<file path="src/hw/rtl/gne_pkg.sv">
// ----------------------------------------------------------------------------
// gne_pkg: shared types and constants of the grid neighbor expander
// Item structs, configuration codes, controller states and the neighbor
// offset table used by the controller and the datapath.
// ----------------------------------------------------------------------------
package gne_pkg;

  localparam int MAX_ROWS = 64;
  localparam int MAX_COLS = 64;
  localparam int ROW_AW   = $clog2(MAX_ROWS);
  localparam int COL_AW   = $clog2(MAX_COLS);

  localparam int CFG_AW = 3;
  localparam int CFG_DW = 7;

  localparam logic FUNC_WRITE  = 1'b0;
  localparam logic FUNC_EXPAND = 1'b1;

  localparam logic HMODE_MANHATTAN = 1'b0;
  localparam logic HMODE_OCTILE    = 1'b1;

  localparam logic [2:0] COST_ORTHO = 3'd5;
  localparam logic [2:0] COST_DIAG  = 3'd7;

  typedef enum logic [CFG_AW-1:0] {
    CFG_GRID_ROWS = 3'd0,
    CFG_GRID_COLS = 3'd1,
    CFG_EXIT_ROW  = 3'd2,
    CFG_EXIT_COL  = 3'd3,
    CFG_HMODE     = 3'd4
  } cfg_reg_t;

  // Offset codes: minus one, zero, plus one.
  localparam logic [1:0] OFS_NEG  = 2'b11;
  localparam logic [1:0] OFS_ZERO = 2'b00;
  localparam logic [1:0] OFS_POS  = 2'b01;

  typedef struct packed {
    logic       func;
    logic [5:0] cell_row;
    logic [5:0] cell_col;
    logic       blocked;
  } in_item_t;

  typedef struct packed {
    logic [5:0] nbr_row;
    logic [5:0] nbr_col;
    logic [2:0] move_cost;
    logic [8:0] heuristic;
    logic       found;
    logic       last;
  } out_item_t;

  typedef enum logic [2:0] {
    ST_IDLE,
    ST_WR_RD,
    ST_WR_WB,
    ST_RD_UP,
    ST_RD_MID,
    ST_RD_DN,
    ST_MASK,
    ST_EMIT
  } ctrl_state_t;

  typedef enum logic [1:0] {
    SEL_UP,
    SEL_MID,
    SEL_DN
  } row_sel_t;

  typedef struct packed {
    logic     load_item;
    row_sel_t rd_sel;
    logic     wr_en;
    logic     cap_up;
    logic     cap_mid;
    logic     build_mask;
    logic     emit;
  } dp_cmd_t;

  typedef struct packed {
    logic func;
    logic out_can_load;
    logic emit_last;
  } dp_status_t;

  // Neighbors are visited row by row from the upper left.
  function automatic logic [1:0] dir_dr(input logic [2:0] k);
    logic [1:0] d;
    unique case (k)
      3'd0, 3'd1, 3'd2: d = OFS_NEG;
      3'd3, 3'd4:       d = OFS_ZERO;
      default:          d = OFS_POS;
    endcase
    return d;
  endfunction

  function automatic logic [1:0] dir_dc(input logic [2:0] k);
    logic [1:0] d;
    unique case (k)
      3'd0, 3'd3, 3'd5: d = OFS_NEG;
      3'd1, 3'd6:       d = OFS_ZERO;
      default:          d = OFS_POS;
    endcase
    return d;
  endfunction

endpackage

</file>
<file path="src/hw/rtl/gne_ctrl.sv">
// ----------------------------------------------------------------------------
// gne_ctrl: sequencer of the grid neighbor expander
// Steps a write item through read-modify-write of one map row and an
// expand item through three row reads, the mask build and the result walk.
// ----------------------------------------------------------------------------
module gne_ctrl (
  input  logic                clk,
  input  logic                rst,
  input  logic                in_valid,
  output logic                in_ready,
  input  gne_pkg::dp_status_t status,
  output gne_pkg::dp_cmd_t    cmd
);
  import gne_pkg::*;

  ctrl_state_t state, state_next;

  always_ff @(posedge clk) begin
    if (rst) begin
      state <= ST_IDLE;
    end else begin
      state <= state_next;
    end
  end

  always_comb begin
    state_next     = state;
    in_ready       = 1'b0;
    cmd            = '0;
    cmd.rd_sel     = SEL_MID;
    unique case (state)
      ST_IDLE: begin
        in_ready = 1'b1;
        if (in_valid) begin
          cmd.load_item = 1'b1;
          state_next    = (status.func == FUNC_WRITE) ? ST_WR_RD : ST_RD_UP;
        end
      end
      ST_WR_RD: begin
        cmd.rd_sel = SEL_MID;
        state_next = ST_WR_WB;
      end
      ST_WR_WB: begin
        cmd.wr_en  = 1'b1;
        state_next = ST_IDLE;
      end
      ST_RD_UP: begin
        cmd.rd_sel = SEL_UP;
        state_next = ST_RD_MID;
      end
      ST_RD_MID: begin
        cmd.rd_sel = SEL_MID;
        cmd.cap_up = 1'b1;
        state_next = ST_RD_DN;
      end
      ST_RD_DN: begin
        cmd.rd_sel  = SEL_DN;
        cmd.cap_mid = 1'b1;
        state_next  = ST_MASK;
      end
      ST_MASK: begin
        cmd.build_mask = 1'b1;
        state_next     = ST_EMIT;
      end
      ST_EMIT: begin
        if (status.out_can_load) begin
          cmd.emit = 1'b1;
          if (status.emit_last) begin
            state_next = ST_IDLE;
          end
        end
      end
      default: state_next = ST_IDLE;
    endcase
  end

endmodule

</file>
<file path="config.mk">
export PLATFORM = sky130hd
export DESIGN_NAME = gne_ctrl
export DESIGN_NICKNAME = d
export VERILOG_FILES = /design/src/hw/rtl/gne_pkg.sv /design/src/hw/rtl/gne_ctrl.sv
export SDC_FILE = /design/constraint.sdc
export NUM_CORES = 1
export LEC_CHECK = 0
export BUFFER_PORTS_ARGS = -buffer_cell sky130_fd_sc_hd__clkbuf_2
export CAP_MARGIN = 25
export CORE_AREA = 5 5 42 44
export CTS_BUF_LIST = sky130_fd_sc_hd__clkbuf_8
export CTS_CLUSTER_SIZE = 30
export DETAILED_ROUTE_END_ITERATION = 12
export DIE_AREA = 0 0 47 49
export SLEW_MARGIN = 20
export SYNTH_ARGS = -nofsm -noshare
export SYNTH_HDL_FRONTEND = slang
export SYNTH_SLANG_ARGS = --single-unit
</file>
<file path="constraint.sdc">
create_clock -name clk -period 1 [get_ports clk]
set_input_delay 0.15 -clock clk [delete_from_list [all_inputs] [get_ports clk]]
set_output_delay 0.15 -clock clk [all_outputs]
set_load 0.05 [all_outputs]
</file>
==> flow_summary.ini, run 1 <==
[synth]
ys_seq_area_share_pct = 21.7
synth_top_family_by_area = simple AND/OR/NAND/NOR gates
synth_warnings = 0
synthAdderAreaFrac_pct = 0
netlist_area_um2 = 277
ys_seq_elements = 3
synth_area_leaders = dfxtp_1 (22%), a2111oi_4 (10%), buf_6 (8.1%), nand3b_4 (7.2%), and2_1 (6.8%)
ys_types = 20
synthSimpleGateAreaFrac_pct = 43.4
syn_avg_cell_area_um2 = 9.22
synth_top_cell_by_area = dfxtp_1
synth-xor-area-share_pct = 0
syn_nets = 36
synth_mux_area_share_pct = 0
synth_top_area_share_pct = 21.7
netlist_instances = 30
synth-compound-area-share_pct = 22.2

[placed_design]
io_buffers = 14
gp_congestion = 0.661
post-place-cells = 66
dpl_cell_area_um2 = 474
pre_cts_ws_ns = -0.214
hpwl_um = 552

[sta]
slew_violations = 0
tightest_slew_ns = 0.235
rsz0062_at_grt = yes
fin_crit_ns = 1.31
setup_ws_ns = -0.305
setup_violations = 12
skew_ns = 0.00248
relSlewSlack_pct = 84.4
min_period_over_period_pct = 131
max_freq_ghz = 0.766
fin_hold_ws_ns = 0.205
finalHoldViolCount = 0

[layout]
reg_top3 = state x3
largest_register = state
fin_area_um2 = 759
layout-area-overhead-vs-synth_pct = 175
largest_register_ffs = 3
finalNetCount = 66
layoutNonFillerInstCount = 75
final_cell_mix = buf_6 (9), buf_4 (6), clkbuf_2 (5), buf_8 (4)
drive_gt1_share_pct = 93.2
fillers = 122
antenna_cells = 0
final_common_cell = buf_6

[grt]
grt_max_degree = 9
grt_pass1_wl_um = 1380
first_global_vias = 350
antenna_found_initial = 0
grt_remaining_overflow = 0
grt_usage_pct = 8.59

[drt]
ant_nets = 0
drc = 0
dr.first_iter.drc_count = 0
wirelength_um = 847
vias_per_cell = 4.41
vias = 331
routedWlPerCell_um = 11.3
dr.pass1.iters = 1

[worst_hold_path]
worstHoldPathCells = 3
hold_class = in2reg
hold_end = state[1]
min_from = status[2]

[die]
ioPinCount = 15
core-area_um2 = 1400
start_util_pct = 19.7
rows = 14
dieWidth_um = 47
die_y_um = 49
dieArea_um2 = 2300

[cts]
h-tree-depth = 1
clk_pin_slew_worst_paths_ns = 0.03
clock_latency_ns = 0.22
hold_buffers = 0
cts_tree = yes
numCtsBuffers = 3
cts.path.max_buffers = 2
cts.sinks = 3
cts-root-buf = clkbuf_8

[run_status]
outcome = finished, violations left
violations = negative setup slack

[critical_path]
r2r-start = state[1]
regToRegEndpoint = state[1]
cp_slowest_cell = dfxtp_4
crit_required_ns = 0.85
crit_family = flip-flops
reg2regPathDepth = 4
cp_max_fo = 6
endpoint_kind = primary output
slowest_delay_ns = 0.35
worstPathCellList = buf_6 -> nor3_4 -> and2_4 -> clkbuf_16
crit_buf_inv = 2
rrSetupSlack_ns = -0.18
critPathLaunchType = flip-flop
cp-startpoint = state[2]
arrival_ns = 1.16
worstSetupPathType = reg2out
cp_num_cells = 4

[power]
ir_drop_v = 0.000682
power_leakage_uw = 0.000336
powerDensity_nw_per_um2 = 1340

[flow_run]
max_cap_violations = 0
==> per-layer routing <==
layer  vias up  routed length [um]  global-route usage, %
met3         4                  69                   4.80
met1       151                 296                   7.68
met2        11                 454                   14.0
met5         -                   0                      0
met4         0                  27                   5.53
li1        165                   -                      -
==> kinds of logic after synthesis <==
kind of cell / count (synthesis)
flops: 3
buf+inv: 4
compound gates: 6
simple gates: 17
==> power by group <==
| part | internal, uW | switching (uW) |
|---|---|---|
| clock | 262 | 86.7 |
| sequential | 135 | 38.3 |
| combinational | 281 | 213 |
==> worst min-delay path, cell delays in order <==
cell       delay [ns]
clkbuf_2         0.10
nand3b_4         0.07
a2111oi_4        0.06
==> timing repair <==
action | CTS | global route
endpoints found under the setup margin | 12 | 12
cloned | 0 | 0
gates resized for setup | 35 | 17
pin swaps | 5 | 5
setup buffers | 4 | 2
==> synthesized netlist by cell type <==
master,number
dfxtp_1,3
buf_2,1
a21boi_0,1
nor3b_1,2
nor4b_1,1
buf_4,1
o21ai_1,1
a211oi_1,1
and4_1,1
nor2_1,3
nor3_2,1
a21oi_1,1
nand2_1,2
and2b_1,1
a2111oi_4,1
nand3b_4,1
nor2b_1,2
and2_1,3
buf_6,2
a211o_1,1
==> worst max path at each step <==
| stage | to |
|---|---|
| after floorplan | cmd[7] |
| after global routing | cmd[7] |
| final | cmd[7] |
| after global placement | cmd[7] |
| after detailed placement | cmd[0] |
| after CTS | cmd[5] |
==> layout make-up <==
cell class	count	area (um2)	share of cell area, %
Clock buffer	3	41.3	5.44
Timing Repair Buffer	29	347	45.6
Sequential cell	3	71.3	9.39
Clock inverter	1	3.75	0.494
Tap cell	16	20.0	2.64
Multi-Input combinational cell	23	277	36.4
==> stage by stage <==
| stage | setup TNS [ns] | util [%] | power, uW |
|---|---|---|---|
| 6_report | -2.38 | 54.2 | 1020 |
| 3_5_place_dp | -2.03 | 33.8 | 508 |
| 4_1_cts | -2.48 | 49.7 | 970 |
| 5_1_grt | -2.87 | 54.2 | 1070 |
| 2_1_floorplan | -1.28 | - | 373 |
| 3_3_place_gp | -1.90 | 33.8 | 504 |
(Power assumes the default switching activity.)
==> inputs of run 2 (changes only) <==
--- a/config.mk
+++ b/config.mk
@@ -7,11 +7,14 @@
 export LEC_CHECK = 0
 export BUFFER_PORTS_ARGS = -buffer_cell sky130_fd_sc_hd__clkbuf_2
 export CAP_MARGIN = 25
+export CELL_PAD_IN_SITES_DETAIL_PLACEMENT = 0
+export CELL_PAD_IN_SITES_GLOBAL_PLACEMENT = 1
 export CORE_AREA = 5 5 42 44
 export CTS_BUF_LIST = sky130_fd_sc_hd__clkbuf_8
 export CTS_CLUSTER_SIZE = 30
 export DETAILED_ROUTE_END_ITERATION = 12
 export DIE_AREA = 0 0 47 49
+export PLACE_DENSITY_LB_ADDON = 0.1
 export SLEW_MARGIN = 20
 export SYNTH_ARGS = -nofsm -noshare
 export SYNTH_HDL_FRONTEND = slang
==> constraint.sdc (replaced) <==
create_clock -name clk -period 1.3 [get_ports clk]
set_input_delay 0.195 -clock clk [delete_from_list [all_inputs] [get_ports clk]]
set_output_delay 0.195 -clock clk [all_outputs]
set_load 0.05 [all_outputs]
==> run 2 against run 1 <==
  * The run still ends with negative setup slack left
  * Final cell count decreased by 9.3%
  * Global-route usage decreased by 1.5 points
  * Sequential power decreased by 25%
  * Worst setup slack improved by 0.30 ns
  * Critical path type unchanged
  * Highest routed layer is now met3
==> flow_summary.ini, run 2 (synthesis gave the netlist of run 1 again) <==
[layout]
finish.utilization_pct = 39.6
finalNetCount = 59
largest_register = state
antenna_cells = 0
seqCellArea_um2 = 71.3
fin_area_um2 = 556
drive_gt1_share_pct = 73.1
reg_top3 = state x3
multi_input_area_um2 = 214
largest_register_ffs = 3
layout-area-overhead-vs-synth_pct = 101
fillers = 148
final_cell_mix = buf_4 (8), clkbuf_2 (6), clkbuf_8 (4), buf_12 (3), dfxtp_4 (3)
final_common_cell = buf_4

[die]
die_y_um = 49
start_util_pct = 19.7
dieArea_um2 = 2300
ioPinCount = 15
core-area_um2 = 1400
dieWidth_um = 47
rows = 14

[critical_path]
endpoint_kind = primary output
critPathLaunchType = flip-flop
worstSetupPathType = reg2out
rrSetupSlack_ns = 0.11
crit_required_ns = 1.11
cp_max_fo = 7
arrival_ns = 1.11

[grt]
grt_usage_pct = 7.11
grt_pass1_wl_um = 1080
antenna_found_initial = 0
grt_remaining_overflow = 0
grt_max_degree = 9
first_global_vias = 246

[power]
switchingPower_uw = 212
powerDensity_nw_per_um2 = 1140
power_switching_share_pct = 33.4
clkPwrFrac_pct = 40.6
seqPwrFrac_pct = 20.4
p_int_uw = 423
power_leakage_uw = 0.000253
comb_power_share_pct = 39.0
finalPower_uw = 635
ir_drop_v = 0.000771

[cts]
cts.sinks = 3
clk_pin_slew_worst_paths_ns = 0.03
cts-root-buf = clkbuf_8
h-tree-depth = 1
hold_buffers = 0
cts.path.max_buffers = 2
cts_tree = yes
clock_latency_ns = 0.21
numCtsBuffers = 3

[drt]
drc = 0
ant_nets = 0
wirelength_um = 720
routedWlPerCell_um = 10.6
dr.pass1.iters = 1
vias_per_cell = 4.26
vias = 290
dr.first_iter.drc_count = 0

[placed_design]
hpwl_um = 597
io_buffers = 14
gp_congestion = 0.644
dpl_cell_area_um2 = 445

[sta]
setup_violations = 1
skew_ns = 0.00139
tightest_slew_ns = 0.257
finalHoldViolCount = 0
fin_hold_ws_ns = 0.217
slew_violations = 0
fin_crit_ns = 1.31
rsz0062_at_grt = yes
relSlewSlack_pct = 82.6
max_freq_ghz = 0.764
setup_ws_ns = -0.00887
min_period_over_period_pct = 101

[worst_hold_path]
hold_class = in2reg

[flow_run]
max_cap_violations = 0

[run_status]
violations = negative setup slack
outcome = finished, violations left
run 2: what timing repair did:
action                                  CTS  global route
resized for setup                        12             7
buffers inserted                          2             0
endpoints found under the setup margin    9             7
endpoints found under the hold margin     0             0
pin swaps                                 0             1
run 2: path summary, 6_finish.rpt:
kind / startpoint / cells after the start / to
max: state[2] / 3 / cmd[5]
min: rst / 2 / state[1]
max reg2reg: state[2] / 4 / state[1]
min reg2reg: state[1] / 2 / state[2]
run 2: through the flow:
stage / setup slack [ns] / cells / TNS [ns]
after floorplan: -0.206 / 30 / -0.234
after global placement: 0.0699 / 62 / 0
after detailed placement: 0.0372 / 62 / 0
after CTS: -0.0197 / 68 / -0.0280
after global routing: -0.0535 / 68 / -0.0924
final: -0.00887 / 68 / -0.00887
run 2: layout make-up:
class | count | area share, %
multi-input cells | 23 | 38.5
repair buffers | 22 | 36.9
flip-flops and latches | 3 | 12.8
clock buffers | 3 | 7.43
well taps | 16 | 3.60
clock inverters | 1 | 0.676
run 2: per-layer routing:
metal  vias up  part of all wire [%]  GRT usage [%]
met5         -                     0              0
met4         0                     0           5.53
met3         0                   7.5           4.43
met2        10                    51           9.28
met1       130                    42           7.89
li1        150                     -              -
run 2: power by group through the flow:
stage / clock [uW] / sequential (uW) / combinational, uW
floorplan: 0 / 107 / 170
global placement: 0 / 128 / 215
detailed placement: 0 / 128 / 218
CTS: 270 / 128 / 239
global route: 286 / 132 / 260
finish: 258 / 129 / 248
run 2: worst max-delay path, cell delays in order (launching register included):
cell,delay (ns)
dfxtp_4,0.38
and2b_1,0.20
o21ai_2,0.16
buf_12,0.16
