File: src/hw/rtl/gne_pkg.sv
// ----------------------------------------------------------------------------
// gne_pkg: shared types and constants of the grid neighbor expander
// Item structs, configuration codes, controller states and the neighbor
// offset table used by the controller and the datapath.
// ----------------------------------------------------------------------------
package gne_pkg;

  localparam int MAX_ROWS = 64;
  localparam int MAX_COLS = 64;
  localparam int ROW_AW   = $clog2(MAX_ROWS);
  localparam int COL_AW   = $clog2(MAX_COLS);

  localparam int CFG_AW = 3;
  localparam int CFG_DW = 7;

  localparam logic FUNC_WRITE  = 1'b0;
  localparam logic FUNC_EXPAND = 1'b1;

  localparam logic HMODE_MANHATTAN = 1'b0;
  localparam logic HMODE_OCTILE    = 1'b1;

  localparam logic [2:0] COST_ORTHO = 3'd5;
  localparam logic [2:0] COST_DIAG  = 3'd7;

  typedef enum logic [CFG_AW-1:0] {
    CFG_GRID_ROWS = 3'd0,
    CFG_GRID_COLS = 3'd1,
    CFG_EXIT_ROW  = 3'd2,
    CFG_EXIT_COL  = 3'd3,
    CFG_HMODE     = 3'd4
  } cfg_reg_t;

  // Offset codes: minus one, zero, plus one.
  localparam logic [1:0] OFS_NEG  = 2'b11;
  localparam logic [1:0] OFS_ZERO = 2'b00;
  localparam logic [1:0] OFS_POS  = 2'b01;

  typedef struct packed {
    logic       func;
    logic [5:0] cell_row;
    logic [5:0] cell_col;
    logic       blocked;
  } in_item_t;

  typedef struct packed {
    logic [5:0] nbr_row;
    logic [5:0] nbr_col;
    logic [2:0] move_cost;
    logic [8:0] heuristic;
    logic       found;
    logic       last;
  } out_item_t;

  typedef enum logic [2:0] {
    ST_IDLE,
    ST_WR_RD,
    ST_WR_WB,
    ST_RD_UP,
    ST_RD_MID,
    ST_RD_DN,
    ST_MASK,
    ST_EMIT
  } ctrl_state_t;

  typedef enum logic [1:0] {
    SEL_UP,
    SEL_MID,
    SEL_DN
  } row_sel_t;

  typedef struct packed {
    logic     load_item;
    row_sel_t rd_sel;
    logic     wr_en;
    logic     cap_up;
    logic     cap_mid;
    logic     build_mask;
    logic     emit;
  } dp_cmd_t;

  typedef struct packed {
    logic func;
    logic out_can_load;
    logic emit_last;
  } dp_status_t;

  // Neighbors are visited row by row from the upper left.
  function automatic logic [1:0] dir_dr(input logic [2:0] k);
    logic [1:0] d;
    unique case (k)
      3'd0, 3'd1, 3'd2: d = OFS_NEG;
      3'd3, 3'd4:       d = OFS_ZERO;
      default:          d = OFS_POS;
    endcase
    return d;
  endfunction

  function automatic logic [1:0] dir_dc(input logic [2:0] k);
    logic [1:0] d;
    unique case (k)
      3'd0, 3'd3, 3'd5: d = OFS_NEG;
      3'd1, 3'd6:       d = OFS_ZERO;
      default:          d = OFS_POS;
    endcase
    return d;
  endfunction

endpackage

File: src/hw/rtl/gne_ram.sv
// ----------------------------------------------------------------------------
// gne_ram: generic single-port-write, single-port-read RAM
// One write and one read per cycle; the read data is registered.
// ----------------------------------------------------------------------------
module gne_ram #(
  parameter int WIDTH = 8,
  parameter int DEPTH = 16
) (
  input  logic                     clk,
  input  logic                     we,
  input  logic [$clog2(DEPTH)-1:0] waddr,
  input  logic [WIDTH-1:0]         wdata,
  input  logic [$clog2(DEPTH)-1:0] raddr,
  output logic [WIDTH-1:0]         rdata
);

  logic [WIDTH-1:0] mem [DEPTH];

  always_ff @(posedge clk) begin
    if (we) begin
      mem[waddr] <= wdata;
    end
    rdata <= mem[raddr];
  end

endmodule

File: src/hw/rtl/gne_datapath.sv
// ----------------------------------------------------------------------------
// gne_datapath: map storage, neighbor checks and result register
// Holds the configuration, the row-wide obstacle map with per-row valid
// flags, the two row buffers, the pending neighbor mask and the result.
// ----------------------------------------------------------------------------
module gne_datapath (
  input  logic                      clk,
  input  logic                      rst,
  input  gne_pkg::in_item_t         in_data,
  output gne_pkg::out_item_t        out_data,
  output logic                      out_valid,
  input  logic                      out_ready,
  input  logic                      cfg_we,
  input  logic [gne_pkg::CFG_AW-1:0] cfg_index,
  input  logic [gne_pkg::CFG_DW-1:0] cfg_data,
  input  gne_pkg::dp_cmd_t          cmd,
  output gne_pkg::dp_status_t       status
);
  import gne_pkg::*;

  // Configuration registers.
  logic [6:0] grid_rows;
  logic [6:0] grid_cols;
  logic [5:0] exit_row;
  logic [5:0] exit_col;
  logic       hmode;

  always_ff @(posedge clk) begin
    if (rst) begin
      grid_rows <= 7'd64;
      grid_cols <= 7'd64;
      exit_row  <= '0;
      exit_col  <= '0;
      hmode     <= HMODE_OCTILE;
    end else if (cfg_we) begin
      unique case (cfg_reg_t'(cfg_index))
        CFG_GRID_ROWS: grid_rows <= cfg_data[6:0];
        CFG_GRID_COLS: grid_cols <= cfg_data[6:0];
        CFG_EXIT_ROW:  exit_row  <= cfg_data[5:0];
        CFG_EXIT_COL:  exit_col  <= cfg_data[5:0];
        CFG_HMODE:     hmode     <= cfg_data[0];
        default: ;
      endcase
    end
  end

  // Captured item.
  logic [5:0] r_q;
  logic [5:0] c_q;
  logic       blk_q;

  always_ff @(posedge clk) begin
    if (cmd.load_item) begin
      r_q   <= in_data.cell_row;
      c_q   <= in_data.cell_col;
      blk_q <= in_data.blocked;
    end
  end

  // Obstacle map: one word per row. A row never written reads as free.
  logic [ROW_AW-1:0]   raddr;
  logic [ROW_AW-1:0]   rd_row_q;
  logic [MAX_COLS-1:0] ram_rdata;
  logic [MAX_COLS-1:0] row_word;
  logic [MAX_COLS-1:0] wr_word;
  logic [MAX_ROWS-1:0] row_vld;

  always_comb begin
    unique case (cmd.rd_sel)
      SEL_UP:  raddr = ROW_AW'(r_q - 6'd1);
      SEL_DN:  raddr = ROW_AW'(r_q + 6'd1);
      default: raddr = ROW_AW'(r_q);
    endcase
  end

  always_ff @(posedge clk) begin
    rd_row_q <= raddr;
  end

  always_ff @(posedge clk) begin
    if (rst) begin
      row_vld <= '0;
    end else if (cmd.wr_en) begin
      row_vld[ROW_AW'(r_q)] <= 1'b1;
    end
  end

  assign row_word = row_vld[rd_row_q] ? ram_rdata : '0;

  always_comb begin
    wr_word = row_word;
    wr_word[COL_AW'(c_q)] = blk_q;
  end

  gne_ram #(
    .WIDTH (MAX_COLS),
    .DEPTH (MAX_ROWS)
  ) u_map (
    .clk   (clk),
    .we    (cmd.wr_en),
    .waddr (ROW_AW'(r_q)),
    .wdata (wr_word),
    .raddr (raddr),
    .rdata (ram_rdata)
  );

  // Row buffers around the expanded cell; the lower row is taken straight
  // from the RAM output while the mask is built.
  logic [MAX_COLS-1:0] row_up;
  logic [MAX_COLS-1:0] row_mid;

  always_ff @(posedge clk) begin
    if (cmd.cap_up) begin
      row_up <= row_word;
    end
    if (cmd.cap_mid) begin
      row_mid <= row_word;
    end
  end

  logic [6:0] rows_used;
  logic [6:0] cols_used;

  assign rows_used = (grid_rows > 7'(MAX_ROWS)) ? 7'(MAX_ROWS) : grid_rows;
  assign cols_used = (grid_cols > 7'(MAX_COLS)) ? 7'(MAX_COLS) : grid_cols;

  function automatic logic [7:0] offset8(input logic [5:0] v, input logic [1:0] d);
    return {2'b00, v} + {{6{d[1]}}, d};
  endfunction

  // One independent check per neighbor.
  logic [7:0] mask;

  always_comb begin
    logic [7:0]          nr8;
    logic [7:0]          nc8;
    logic [MAX_COLS-1:0] nrow;
    logic                inb;
    logic                diag;
    mask = '0;
    for (int k = 0; k < 8; k++) begin
      nr8 = offset8(r_q, dir_dr(3'(k)));
      nc8 = offset8(c_q, dir_dc(3'(k)));
      unique case (dir_dr(3'(k)))
        OFS_NEG:  nrow = row_up;
        OFS_ZERO: nrow = row_mid;
        default:  nrow = row_word;
      endcase
      inb  = !nr8[7] && !nc8[7] && (nr8[6:0] < rows_used) && (nc8[6:0] < cols_used);
      diag = (dir_dr(3'(k)) != OFS_ZERO) && (dir_dc(3'(k)) != OFS_ZERO);
      mask[k] = inb && !nrow[COL_AW'(nc8[5:0])] &&
                !(diag && row_mid[COL_AW'(nc8[5:0])] && nrow[COL_AW'(c_q)]);
    end
  end

  // Pending neighbors, taken lowest first.
  logic [7:0] pend;
  logic [2:0] sel;
  logic [7:0] pend_rest;
  logic       pend_empty;

  always_comb begin
    sel = '0;
    for (int k = 7; k >= 0; k--) begin
      if (pend[k]) begin
        sel = 3'(k);
      end
    end
  end

  assign pend_rest  = pend & ~(8'd1 << sel);
  assign pend_empty = (pend == '0);

  always_ff @(posedge clk) begin
    if (cmd.build_mask) begin
      pend <= mask;
    end else if (cmd.emit) begin
      pend <= pend_rest;
    end
  end

  // Fields of the selected neighbor.
  logic [5:0] sel_r;
  logic [5:0] sel_c;
  logic       sel_diag;
  logic [5:0] dr;
  logic [5:0] dc;
  logic [5:0] hi;
  logic [5:0] lo;
  logic [8:0] heur;

  assign sel_r    = 6'(offset8(r_q, dir_dr(sel)));
  assign sel_c    = 6'(offset8(c_q, dir_dc(sel)));
  assign sel_diag = (dir_dr(sel) != OFS_ZERO) && (dir_dc(sel) != OFS_ZERO);
  assign dr       = (exit_row > sel_r) ? exit_row - sel_r : sel_r - exit_row;
  assign dc       = (exit_col > sel_c) ? exit_col - sel_c : sel_c - exit_col;
  assign hi       = (dr > dc) ? dr : dc;
  assign lo       = (dr > dc) ? dc : dr;

  // Octile 7*lo + 5*(hi - lo) is the same as 5*hi + 2*lo.
  assign heur = (hmode == HMODE_OCTILE) ? (9'(hi) * 9'd5 + 9'(lo) * 9'd2)
                                        : ((9'(dr) + 9'(dc)) * 9'd3);

  always_ff @(posedge clk) begin
    if (rst) begin
      out_valid <= 1'b0;
    end else if (cmd.emit) begin
      out_valid <= 1'b1;
    end else if (out_ready) begin
      out_valid <= 1'b0;
    end
  end

  always_ff @(posedge clk) begin
    if (cmd.emit) begin
      if (pend_empty) begin
        out_data <= '{nbr_row: '0, nbr_col: '0, move_cost: '0, heuristic: '0,
                      found: 1'b0, last: 1'b1};
      end else begin
        out_data <= '{nbr_row: sel_r, nbr_col: sel_c,
                      move_cost: sel_diag ? COST_DIAG : COST_ORTHO,
                      heuristic: heur, found: 1'b1, last: (pend_rest == '0)};
      end
    end
  end

  assign status.func         = in_data.func;
  assign status.out_can_load = !out_valid || out_ready;
  assign status.emit_last    = (pend_rest == '0);

  a_none_found_is_last: assert property (@(posedge clk) disable iff (rst)
    out_valid && !out_data.found |-> out_data.last && out_data.move_cost == '0)
    else $error("empty expansion result is not a lone final result");

  a_found_cost: assert property (@(posedge clk) disable iff (rst)
    out_valid && out_data.found |->
      out_data.move_cost == COST_ORTHO || out_data.move_cost == COST_DIAG)
    else $error("neighbor result with a bad move cost");

  a_no_overwrite: assert property (@(posedge clk) disable iff (rst)
    cmd.emit |-> !out_valid || out_ready)
    else $error("result register loaded while a result waits");

  a_row_marked: assert property (@(posedge clk) disable iff (rst)
    cmd.wr_en |=> row_vld[$past(ROW_AW'(r_q))])
    else $error("written map row not marked valid");

endmodule

File: config.mk
export PLATFORM = sky130hd
export DESIGN_NAME = gne_datapath
export DESIGN_NICKNAME = d
export VERILOG_FILES = /design/src/hw/rtl/gne_pkg.sv /design/src/hw/rtl/gne_ram.sv /design/src/hw/rtl/gne_datapath.sv
export SDC_FILE = /design/constraint.sdc
export NUM_CORES = 2
export LEC_CHECK = 0
export BUFFER_PORTS_ARGS = -buffer_cell sky130_fd_sc_hd__buf_2
export CAP_MARGIN = 20
export CORE_ASPECT_RATIO = 0.5
export CORE_UTILIZATION = 50
export DETAILED_ROUTE_END_ITERATION = 8
export PLACE_DENSITY = 0.74
export REMOVE_ABC_BUFFERS = 1
export SYNTH_ARGS = -nofsm -noshare
export SYNTH_HDL_FRONTEND = slang
export SYNTH_SLANG_ARGS = --single-unit
File: constraint.sdc
create_clock -name clk -period 9.8 [get_ports clk]
set_input_delay 0.49 -clock clk [delete_from_list [all_inputs] [get_ports clk]]
set_output_delay 0.49 -clock clk [all_outputs]
set_load 0.02 [all_outputs]
==> qor.csv <==
stage,metric,value,unit
timing,fmax,0.109,GHz
timing,timing.final.crit_period,9.19,ns
critical_path,critical_path.reg2reg.startpoint,pend[5]$_DFFE_PP_,
clock_network,cts_tree,done,
floorplan,die_x,844,um
timing,max_slew_margin,19.1,%
route,met3_length,67.0,mm
power,power,50.9,mW
synth,yosysWarningCount,0,
critical_path,crit_fanout,17,
power,swShare,29.2,%
job,cap_violations,0,
synth,ys_async_sr_fraction,0,%
outcome,status,"finished, final reports clean",
clock_network,htreeDepth,5,
critical_path,worstPathRequired,10.57,ns
grt,antenna_found_initial,23,
clock_network,clock-root-buffer,clkbuf_16,
place,dp_hpwl,258,mm
synth,ys_ff_latch,4432,
finish,final_area,199000,sq um
route,drc,0,
clock_network,cts_max_path_buffers,4,
grt,grt_max_degree,120,
timing,clock_skew,0.109,ns
critical_path,cpLargestDelayFamily,compound AO/OA/AOI/OAI gates,
hold_path,holdCritPathClass,in2reg,
place,gp_congestion,0.935,
route,met1_length,186,mm
power,leakage,68.2,nW
synth,synth-edff-count,4270,
timing,maxSlewViolCount,0,
route,via_per_inst,6.62,
critical_path,r2r_slack,0.61,ns
timing,tightest_slew,1.21,ns
timing,rsz0062_at_grt,no,
timing,fin_crit_sh,93.7,%
synth,syn_inst,8224,
route,met2_length,212,mm
finish,nets,8716,
floorplan,row_count,154,
grt,global_route.overflow_total,0,
floorplan,initial_core_util,50.3,%
place,place.port_buffers,63,
route,wirelength,485,mm
floorplan,die_area,357000,sq um
clock_network,cts_buffers,380,
finish,drive_above_1_share,25.6,%
critical_path,max_stage_delay,0.48,ns
critical_path,critPathLaunchType,flip-flop,
critical_path,cp_common_cell,a21oi_1,
clock_network,clk_latency,0.98,ns
finish,area_growth,12.1,%
synth,synth.avg_cell_area,21.6,sq um
grt,grt_pass1_vias,87800,
grt,grt_usage,26.6,%
power,p_comb_share,26.3,%
critical_path,worstPathArrival,9.96,ns
floorplan,die_h,423,um
power,p_int,36.0,mW
synth,yosysSeqAreaShare,74.2,%
place,place_area,185000,sq um
synth,ys.flop_type,edfxtp_1,
power,pwr-share-clk,30.8,%
critical_path,worstSetupPathType,reg2reg,
critical_path,reg2reg_depth,41,
floorplan,core,352000,sq um
grt,grt_pass1_wl,673,mm
route,top_layer,met5,
clock_network,path_clk_slew,0.07,ns
hold_path,whs_path_depth,2,
hold_path,min-delay-start,cmd[0],
route,drtIter0Drc,14000,
route,dr.pass1.iters,6,
timing,setup_viol,0,
power,ir_drop,1.37,mV
synth,synth_area,177000,sq um
critical_path,path_buf_inv,6,
critical_path,r2r-end,out_data[9]$_SDFFCE_PN0P_,
route,num_vias,90100,
synth,ys_types,76,
critical_path,crit_slowest_cell,fa_1,
route,postRouteAntennaNets,0,
timing,hold_viol_final,0,
finish,fill_cells,25000,
power,power.net_switching,14.9,mW
power,power_density,256,nW/um^2
critical_path,endpoint_kind,flip-flop,
clock_network,cts_sinks,4432,
route,wl_per_cell,35.6,um
hold_path,min_delay_worst_endpoint,out_data[0]$_SDFFCE_PN1P_,
floorplan,pin_count,66,
power,seq_power_share,42.9,%
==> power by group through the flow <==
stage / logic [mW] / registers [mW] / clock network, mW
after floorplan: 16.6 / 21.9 / 0
after global placement: 13.5 / 22.2 / 0
after detailed placement: 13.2 / 22.2 / 0
after CTS: 13.3 / 21.8 / 15.8
after global routing: 14.9 / 21.8 / 16.5
final: 13.4 / 21.8 / 15.7
==> how the worst max path moves through the flow <==
stage                      startpoint                        end  slack (ns)  depth (start not counted)
floorplan            r_q[0]$_DFFE_PP_     u_map.rdata[0]$_DFF_P_      -82.22                          6
global placement    pend[5]$_DFFE_PP_  out_data[9]$_SDFFCE_PN0P_        0.20                         40
detailed placement  pend[5]$_DFFE_PP_  out_data[9]$_SDFFCE_PN0P_        0.23                         41
CTS                 pend[5]$_DFFE_PP_  out_data[9]$_SDFFCE_PN0P_        0.15                         41
global route        pend[5]$_DFFE_PP_  out_data[9]$_SDFFCE_PN0P_       0.003                         41
finish              pend[5]$_DFFE_PP_  out_data[9]$_SDFFCE_PN0P_        0.61                         41
==> cells in the final DEF (no fill, tap or decap), types with 14 or more instances in the layout <==
cell / Yosys / routed
edfxtp_1: 4270 / 4270
mux4_2: 1161 / 1161
mux2i_1: 1006 / 1005
clkbuf_16: 0 / 384
buf_4: 3 / 225
nor2_1: 271 / 209
dfxtp_1: 162 / 162
nand2_1: 140 / 140
ha_1: 105 / 104
inv_1: 78 / 78
clkbuf_1: 242 / 77
buf_12: 0 / 76
clkinv_2: 0 / 74
and2_1: 63 / 63
buf_2: 75 / 63
clkinv_1: 2 / 61
nor2_4: 0 / 61
a21oi_1: 55 / 55
mux2_2: 55 / 55
a22oi_1: 51 / 51
bufinv_16: 0 / 47
diode_2: 0 / 43
a21o_1: 32 / 32
xnor2_1: 31 / 28
dlygate4sd3_1: 0 / 27
nor2b_1: 24 / 24
o21ai_0: 26 / 24
nand3_1: 23 / 23
nand2b_1: 18 / 18
clkbuf_8: 0 / 17
fa_1: 14 / 14
==> routing by layer <==
metal	vias up	GRT usage, %
met2	6334	38.4
met5	-	0
met3	1042	7.53
met1	47800	39.1
met4	6	9.65
li1	34900	-
==> metrics by stage <==
stage / std cells / util [%] / setup slack [ns] / setup TNS (ns) / hold WS [ns]
after floorplan: 7782 / - / -82.22 / -5446.39 / 0.430
after global placement: 12800 / 52.3 / 0.203 / 0 / 0.441
after detailed placement: 12800 / 52.4 / 0.235 / 0 / 0.452
after CTS: 13500 / 56.1 / 0.148 / 0 / 0.0618
after global routing: 13600 / 56.4 / 0.00262 / 0 / 0.0899
final: 13600 / 56.4 / 0.613 / 0 / 0.102
==> sequential cells by signal, summed over array words and instances (netlist names) <==
register     count
c_q              6
exit_row         6
u_map.mem     4096
out_data        25
pend             8
exit_col         6
row_up          64
u_map.rdata     64
rd_row_q         6
hmode            1
row_vld         64
r_q              6
out_valid        1
grid_rows        7
grid_cols        7
row_mid         64
blk_q            1
==> layout make-up <==
| cell class | instances | area, sq um | share of cell area, % |
|---|---|---|---|
| antenna | 43 | 108 | 0.0541 |
| clock buffer | 478 | 10100 | 5.10 |
| clock inverter | 228 | 2620 | 1.32 |
| inverter | 80 | 308 | 0.155 |
| multi-input combinational | 3270 | 44300 | 22.3 |
| sequential | 4432 | 131000 | 66.1 |
| tap | 4680 | 5860 | 2.95 |
| timing repair buffer | 397 | 3930 | 1.98 |
==> cells in the mapped netlist, drive strengths merged (24+ instances only) <==
| cell type | instances | area, sq um |
|---|---|---|
| ha | 105 | 1310 |
| mux4 | 1166 | 26300 |
| clkbuf | 242 | 908 |
| nor2b | 24 | 150 |
| buf | 200 | 897 |
| o21ai | 28 | 140 |
| inv | 78 | 293 |
| dfxtp | 162 | 3240 |
| edfxtp | 4270 | 128000 |
| a21oi | 55 | 275 |
| a22oi | 51 | 383 |
| and2 | 73 | 482 |
| xnor2 | 31 | 272 |
| nand2 | 141 | 532 |
| nor2 | 271 | 1020 |
| mux2i | 1006 | 10100 |
| a21o | 32 | 240 |
| mux2 | 65 | 769 |
==> repair_timing <==
| item | CTS | global route |
|---|---|---|
| hold buffers | 27 | 0 |
| endpoints found under the setup margin | 0 | 4 |
| setup buffers | 0 | 3 |
| hold endpoints to repair | 57 | 0 |
| gates resized for setup | 0 | 11 |
==> worst register-to-register path, delay by kind of cell, from the launching register on <==
| kind | cells | cell delay [ns] |
|---|---|---|
| AND/OR/NAND/NOR | 8 | 1.76 |
| multiplexers | 1 | 0.23 |
| XOR/XNOR | 3 | 0.58 |
| AO/OA/AOI/OAI | 17 | 3.11 |
| adder cells (fa/ha/maj) | 6 | 2.10 |
| buffers and inverters | 6 | 0.71 |
| flip-flops | 1 | 0.45 |
==> logic make-up (layout without fill, tap and decap cells) <==
kind of cell	count (synthesis)	after routing	share of synthesized area, %
AOI/OAI and AO/OA	240	240	0.926
xor gates and xnor gates	49	49	0.242
adders and majority gates	120	120	0.905
buffers and inverters	522	1183	1.19
DFF	4432	4432	74.2
muxes	2237	2237	20.9
other	0	43	0
and+or+nand+nor	624	624	1.64
(Power assumes the default switching activity.)
